===== config.mk =====
export PLATFORM = sky130hd
export DESIGN_NAME = serial_register_access_parser_core
export DESIGN_NICKNAME = d
export VERILOG_FILES = /design/src/rtl/core/srap_pkg.sv /design/src/rtl/core/srap_regfile.sv /design/src/rtl/core/srap_reply_q.sv /design/src/rtl/core/serial_register_access_parser_core.sv
export SDC_FILE = /design/constraint.sdc
export NUM_CORES = 1
export LEC_CHECK = 0
export ABC_AREA = 1
export ABC_CLOCK_PERIOD_IN_PS = 3500
export BUFFER_PORTS_ARGS = -buffer_cell sky130_fd_sc_hd__buf_2
export CAP_MARGIN = 30
export CORE_ASPECT_RATIO = 1.75
export CORE_MARGIN = 5
export CORE_UTILIZATION = 35
export CTS_CLUSTER_SIZE = 28
export DETAILED_ROUTE_END_ITERATION = 16
export GPL_ROUTABILITY_DRIVEN = 1
export PLACE_DENSITY = 0.56
export RECOVER_POWER = 100
export SYNTH_ARGS = -nofsm -noshare
export SYNTH_HDL_FRONTEND = slang
export SYNTH_SLANG_ARGS = --single-unit

===== constraint.sdc =====
create_clock -name clk -period 3.5 [get_ports clk]
set_input_delay 0.7 -clock clk [delete_from_list [all_inputs] [get_ports clk]]
set_output_delay 0.7 -clock clk [all_outputs]
set_load 0.1 [all_outputs]

===== src/rtl/core/srap_pkg.sv =====
// ----------------------------------------------------------------------------
// srap_pkg
// shared types, constants and the crc-8 step for the register access parser
// ----------------------------------------------------------------------------
package srap_pkg;

  localparam int REGISTER_COUNT_DEF = 16;

  localparam logic [7:0] START_MASK = 8'h80;
  localparam logic [7:0] INDEX_MASK = 8'h7F;
  localparam logic [7:0] BYTE_MASK  = 8'hFF;
  localparam logic [7:0] CRC_POLY   = 8'h8C;

  typedef enum logic [2:0] {
    PH_IDLE,
    PH_INDEX,
    PH_DATA_HI,
    PH_DATA_LO,
    PH_WR_CRC,
    PH_RD_CRC
  } phase_t;

  localparam logic KIND_READ  = 1'b0;
  localparam logic KIND_WRITE = 1'b1;

  typedef struct packed {
    logic [7:0] tx_byte;
    logic       reply_kind;
    logic       last_byte;
  } reply_t;

  // one byte of reflected crc-8, poly 0x8c
  function automatic logic [7:0] crc8_step(logic [7:0] crc, logic [7:0] data);
    logic [7:0] c;
    c = crc ^ data;
    for (int i = 0; i < 8; i++) begin
      c = c[0] ? ((c >> 1) ^ CRC_POLY) : (c >> 1);
    end
    return c;
  endfunction

endpackage


===== src/rtl/core/srap_regfile.sv =====
// ----------------------------------------------------------------------------
// srap_regfile
// 16-bit register store, one write and one registered read port,
// per-entry valid bits so reset reads back as zero
// ----------------------------------------------------------------------------
module srap_regfile #(
  parameter int REGISTER_COUNT = srap_pkg::REGISTER_COUNT_DEF,
  parameter int IDX_W = (REGISTER_COUNT > 1) ? $clog2(REGISTER_COUNT) : 1
) (
  input  logic             clk,
  input  logic             rst_n,
  input  logic             wr_en,
  input  logic [IDX_W-1:0] wr_idx,
  input  logic [15:0]      wr_data,
  input  logic             rd_en,
  input  logic [IDX_W-1:0] rd_idx,
  output logic [15:0]      rd_word
);
  import srap_pkg::*;

  logic [15:0]               mem_r [REGISTER_COUNT];
  logic [REGISTER_COUNT-1:0] vld_r;
  logic [15:0]               rd_data_r;
  logic                      rd_hit_r;

  always_ff @(posedge clk) begin
    if (wr_en) begin
      mem_r[wr_idx] <= wr_data;
    end
  end

  always_ff @(posedge clk) begin
    if (!rst_n) begin
      vld_r <= '0;
    end else if (wr_en) begin
      vld_r[wr_idx] <= 1'b1;
    end
  end

  always_ff @(posedge clk) begin
    if (rd_en) begin
      rd_data_r <= mem_r[rd_idx];
    end
  end

  always_ff @(posedge clk) begin
    if (!rst_n) begin
      rd_hit_r <= 1'b0;
    end else if (rd_en) begin
      rd_hit_r <= vld_r[rd_idx];
    end
  end

  // never-written entries read as zero
  assign rd_word = rd_hit_r ? rd_data_r : 16'h0000;

endmodule


===== src/rtl/core/srap_reply_q.sv =====
// ----------------------------------------------------------------------------
// srap_reply_q
// two-entry reply buffer, loaded with a whole two-byte reply at once
// ----------------------------------------------------------------------------
module srap_reply_q (
  input  logic            clk,
  input  logic            rst_n,
  input  logic            push,
  input  srap_pkg::reply_t first_in,
  input  srap_pkg::reply_t second_in,
  output logic            room,
  output logic            out_valid,
  input  logic            out_ready,
  output srap_pkg::reply_t head
);
  import srap_pkg::*;

  reply_t     head_r, head_nxt;
  reply_t     tail_r, tail_nxt;
  logic [1:0] cnt_r, cnt_nxt;
  logic       pop;

  assign pop       = out_valid && out_ready;
  assign out_valid = (cnt_r != 2'd0);
  assign head      = head_r;
  // room for a full reply once this cycle's pop is counted
  assign room      = (cnt_r == 2'd0) || ((cnt_r == 2'd1) && out_ready);

  always_comb begin
    head_nxt = head_r;
    tail_nxt = tail_r;
    cnt_nxt  = cnt_r;
    if (push) begin
      head_nxt = first_in;
      tail_nxt = second_in;
      cnt_nxt  = 2'd2;
    end else if (pop) begin
      head_nxt = tail_r;
      cnt_nxt  = cnt_r - 2'd1;
    end
  end

  always_ff @(posedge clk) begin
    head_r <= head_nxt;
    tail_r <= tail_nxt;
  end

  always_ff @(posedge clk) begin
    if (!rst_n) begin
      cnt_r <= 2'd0;
    end else begin
      cnt_r <= cnt_nxt;
    end
  end

endmodule


===== src/rtl/core/serial_register_access_parser_core.sv =====
// flow: a byte sits in the input register for the cycle after its accepting edge and is
//   parsed there; a reply to it is registered in the reply buffer and shows on out_* after that
// throughput: one byte per cycle unless stalled; a reply sends its two bytes in turn, and the
//   input register waits until the reply buffer has room for both bytes
// reset (synchronous, rst_n low): parser idle, crc/index/word cleared, every register reads 0
// ----------------------------------------------------------------------------
// serial_register_access_parser_core
// frame parser for register read/write commands over a byte link, crc-8 checked
// ----------------------------------------------------------------------------
module serial_register_access_parser_core #(
  parameter int REGISTER_COUNT = srap_pkg::REGISTER_COUNT_DEF
) (
  input  logic       clk,
  input  logic       rst_n,
  input  logic       in_valid,
  output logic       in_ready,
  input  logic [7:0] in_rx_byte,
  output logic       out_valid,
  input  logic       out_ready,
  output logic [7:0] out_tx_byte,
  output logic       out_reply_kind,
  output logic       out_last_byte
);
  import srap_pkg::*;

  localparam int IDX_W = (REGISTER_COUNT > 1) ? $clog2(REGISTER_COUNT) : 1;
  localparam logic [7:0] REG_CNT8 = 8'(REGISTER_COUNT);

  // input register
  logic       in_vld_r;
  logic [7:0] in_byte_r;

  // parser state
  phase_t     phase_r, phase_nxt;
  logic [IDX_W-1:0] tgt_r, tgt_nxt;
  logic [15:0] word_r, word_nxt;
  logic [7:0]  crc_r, crc_nxt;

  // stage control
  logic       fire;
  logic       room;
  logic       push;
  reply_t     first_reply;
  reply_t     second_reply;
  reply_t     head;
  logic       wr_en;
  logic       rd_en;
  logic [15:0] rd_word;
  logic [6:0] idx;
  logic       idx_ok;
  logic [7:0] crc_upd;

  // the parse stage only runs when a whole reply could be buffered
  assign fire     = in_vld_r && room;
  assign in_ready = !in_vld_r || fire;

  always_ff @(posedge clk) begin
    if (in_valid && in_ready) begin
      in_byte_r <= in_rx_byte;
    end
  end

  always_ff @(posedge clk) begin
    if (!rst_n) begin
      in_vld_r <= 1'b0;
    end else if (in_ready) begin
      in_vld_r <= in_valid;
    end
  end

  assign idx     = in_byte_r[6:0] & INDEX_MASK[6:0];
  assign idx_ok  = ({1'b0, idx} < REG_CNT8);
  assign crc_upd = crc8_step(crc_r, in_byte_r & BYTE_MASK);

  // next state and stage outputs
  always_comb begin
    phase_nxt    = phase_r;
    tgt_nxt      = tgt_r;
    word_nxt     = word_r;
    crc_nxt      = crc_r;
    push         = 1'b0;
    wr_en        = 1'b0;
    rd_en        = 1'b0;
    first_reply  = '{tx_byte: in_byte_r, reply_kind: KIND_WRITE, last_byte: 1'b0};
    second_reply = '{tx_byte: crc_r, reply_kind: KIND_WRITE, last_byte: 1'b1};
    if (fire) begin
      case (phase_r)
        PH_IDLE: begin
          // stray bytes without the start bit are dropped
          if ((in_byte_r & START_MASK) != 8'h00) begin
            crc_nxt   = crc8_step(8'h00, in_byte_r);
            phase_nxt = PH_INDEX;
          end
        end
        PH_INDEX: begin
          tgt_nxt = idx[IDX_W-1:0];
          if (!idx_ok) begin
            // index past the register file aborts the frame, crc untouched
            phase_nxt = PH_IDLE;
          end else begin
            rd_en     = 1'b1;
            crc_nxt   = crc_upd;
            phase_nxt = in_byte_r[7] ? PH_DATA_HI : PH_RD_CRC;
          end
        end
        PH_DATA_HI: begin
          word_nxt  = {8'h00, in_byte_r};
          crc_nxt   = crc_upd;
          phase_nxt = PH_DATA_LO;
        end
        PH_DATA_LO: begin
          word_nxt  = {word_r[7:0], in_byte_r};
          crc_nxt   = crc_upd;
          phase_nxt = PH_WR_CRC;
        end
        PH_WR_CRC: begin
          phase_nxt = PH_IDLE;
          if (crc_r == in_byte_r) begin
            // write ack echoes the crc twice
            wr_en = 1'b1;
            push  = 1'b1;
          end
        end
        PH_RD_CRC: begin
          phase_nxt = PH_IDLE;
          if (crc_r == in_byte_r) begin
            push         = 1'b1;
            first_reply  = '{tx_byte: rd_word[15:8], reply_kind: KIND_READ, last_byte: 1'b0};
            second_reply = '{tx_byte: rd_word[7:0], reply_kind: KIND_READ, last_byte: 1'b1};
          end
        end
        default: begin
          phase_nxt = PH_IDLE;
        end
      endcase
    end
  end

  always_ff @(posedge clk) begin
    if (!rst_n) begin
      phase_r <= PH_IDLE;
      tgt_r   <= '0;
      word_r  <= 16'h0000;
      crc_r   <= 8'h00;
    end else begin
      phase_r <= phase_nxt;
      tgt_r   <= tgt_nxt;
      word_r  <= word_nxt;
      crc_r   <= crc_nxt;
    end
  end

  // register file, read is fetched at the index byte so it is ready by the crc byte
  srap_regfile #(
    .REGISTER_COUNT(REGISTER_COUNT),
    .IDX_W         (IDX_W)
  ) u_regfile (
    .clk    (clk),
    .rst_n  (rst_n),
    .wr_en  (wr_en),
    .wr_idx (tgt_r),
    .wr_data(word_r),
    .rd_en  (rd_en),
    .rd_idx (idx[IDX_W-1:0]),
    .rd_word(rd_word)
  );

  // reply buffer decouples the parser from the transmit side
  srap_reply_q u_reply_q (
    .clk      (clk),
    .rst_n    (rst_n),
    .push     (push),
    .first_in (first_reply),
    .second_in(second_reply),
    .room     (room),
    .out_valid(out_valid),
    .out_ready(out_ready),
    .head     (head)
  );

  assign out_tx_byte    = head.tx_byte;
  assign out_reply_kind = head.reply_kind;
  assign out_last_byte  = head.last_byte;

endmodule


==> flow_summary.yaml <==
die:
  die_area_um2: 45100
  rows: 98
  die_w_um: 163
  core_um2: 40600
  start_util_pct: 35.2
  dieHeight_um: 277
  io_pins: 24
timing:
  skew_ns: 0.0269
  tns_ns: 0
  period_minus_slack_ns: 3.00
  whs_ns: 0.285
  relSlewSlack_pct: -9.55
  worst_slew_pin_slew_ns: 1.64
  hold_violations: 0
  clock.fmax_mhz: 334
  fin_ws_ns: 0.503
  timing.final.crit_share_pct: 85.6
  grt_setup_unrepaired: "false"
  final-setup-viol-count: 0
  slew_viol_final: 72
global_routing:
  track_usage_pct: 18.0
  grt.overflow.total: 0
  grt_max_degree: 142
  grt_pass1_wl_mm: 60.9
  grt_pass1_vias: 9798
  antenna_found_initial: 0
critical_path:
  cp_max_fo: 21
  cp-end-kind: "register"
  arrival_ns: 3.30
  crit_type: "reg2reg"
  rrSetupSlack_ns: 0.50
  path_cells: "buf_4 > nand2_1 > nand2_1 > nand3_1 > nor2_1 > nand2_1 > inv_1 > nand2_1 > inv_1 > nand3_1 > o21ai_0"
  start_kind: "register"
  cp.required_ns: 3.80
  crit_top_cell: "nand2_1"
  max_stage_delay_ns: 0.50
  cpMaxStageDelayCell: "inv_1"
min_path:
  hp-class: "in2reg"
synth:
  yosysSeqAreaShare_pct: 70.1
  syn_nets: 1252
  synth_cells: 1238
  syn_avg_cell_area_um2: 11.5
  ys_warn_count: 0
  yosysTopAreaCellShare_pct: 62.9
  yosys.area.top_type: "edfxtp_1"
  syn_area_um2: 14300
  synth_edf_count: 299
  synth-async-reset-ratio_pct: 0
  synth.most_common_cell: "edfxtp_1"
  ys.flop_type: "edfxtp_1"
  yosys-top-cells-area: "edfxtp_1 63%, dfxtp_1 7.2%, o21ai_0 5.6%"
  yosys-top-cells-count: "299 x edfxtp_1, 197 x nor2_1, 159 x o21ai_0"
  synth.distinct_cells: 32
  synth-seq-cells: 350
placed_design:
  dp.cells: 1780
  pre_cts_slack_ns: 0.601
  place_hpwl_mm: 27.5
  portBuffers: 23
  routabilityCongestion: 0.901
clock_network:
  holdBufCountCts: 0
  cts_buffers: 31
  clock_latency_ns: 0.60
  cts.sinks: 350
  cts_setup_buffers: 0
  h-tree-depth: 1
  clkTransAtPathRegs_ns: 0.07
  cts_tree: "done"
  clk_path_buf_depth: 3
  cts-root-buf: "clkbuf_16"
  post_cts_resized: 0
detailed_routing:
  dr.pass1.iters: 5
  wl_mm: 41.3
  initialDrtViolationCount: 742
  wl_per_cell_um: 22.5
  drt.antenna.violating_nets: 0
  dr_total_vias: 9712
  viasPerCell: 5.29
  route.detailed.drc: 0
layout:
  area_growth_pct: 11.4
  n_antenna_cell: 0
  final_cells: 1836
  num-nets-final: 1277
  final_util_pct: 39.2
  drive_gt1_share_pct: 6.38
power_and_ir_drop:
  pwr_density_cell_nw_per_um2: 535
  p_leak_nw: 5.87
  irDropWorstVdd_mv: 0.374
flow_run:
  max_cap_viol_count: 1
outcome:
  violations: "capacitance limit, slew limit"
  outcome: "finished with violations"
## worst paths after layout
check / startpoint / cells past startpoint / to
max: in_byte_r[1] / 11 / u_reply_q.tail_r[4]
max reg2reg: in_byte_r[1] / 11 / u_reply_q.tail_r[4]
min: in_rx_byte[2] / 1 / in_byte_r[2]
min reg2reg: u_regfile.vld_r[11] / 2 / u_regfile.vld_r[11]
## cell families after synthesis
kind of cell	after synthesis	share of synthesized area [%]
simple gates	433	12.3
xor+xnor	13	0.929
fa+ha+maj	2	0.175
buf+inv	138	3.88
compound gates	302	12.6
flops	350	70.1
## cells in the final DEF (no fill, tap or decap), drive strengths merged
cell      count
o221ai       50
a22oi         8
a31oi         1
nand3        74
o22ai        14
ha            2
a21oi        43
dfxtp        51
nor3          3
xor2          6
edfxtp      299
nor2        201
xnor2         7
nand2       155
buf          26
o21ai       162
clkinvlp      2
o211ai       24
clkbuf       81
clkinv       10
inv          67
## worst max-delay path, delay by kind of cell (launching register included)
family / cells / cell delay, ns
simple gates: 7 / 1.09
flops: 1 / 0.38
buf+inv: 3 / 0.82
compound gates: 1 / 0.41
## metrics by stage
step	power, W	cell area (µm²)
6_report	0.00851	15900
5_1_grt	0.00882	15900
4_1_cts	0.00859	16100
3_5_place_dp	0.00541	15100
3_3_place_gp	0.00540	15100
2_1_floorplan	0.00516	14300
## registers in the layout, indices dropped and copies added, names as in the netlist, 8 cells and up
register	flops
u_regfile.vld_r	16
u_reply_q.head	10
crc_r	8
u_regfile.rd_data_r	16
u_regfile.mem_r	256
u_reply_q.tail_r	9
word_r	16
in_byte_r	8
## layer usage
layer | up-vias | GRT usage, % | wire (µm)
met4 | 0 | 9.97 | 2550
li1 | 4503 | - | -
met3 | 104 | 1.64 | 1650
met5 | - | 0 | 0
met1 | 4825 | 18.9 | 14300
met2 | 280 | 34.4 | 22800
## power by group
part	internal [W]	switching (W)
clock	0.00169	0.00152
sequential	0.00452	0.0000445
combinational	0.000200	0.000549
## cell type report
cell class              instances  area, µm²
inverters                      66        250
repair buffers                 64        333
multi-input cells             750       3700
well taps                     550        688
clock inverters                13       91.3
clock buffers                  43        841
flip-flops and latches        350      10000
fillers                      3901      24700
Power figures use the tool's default switching activity.
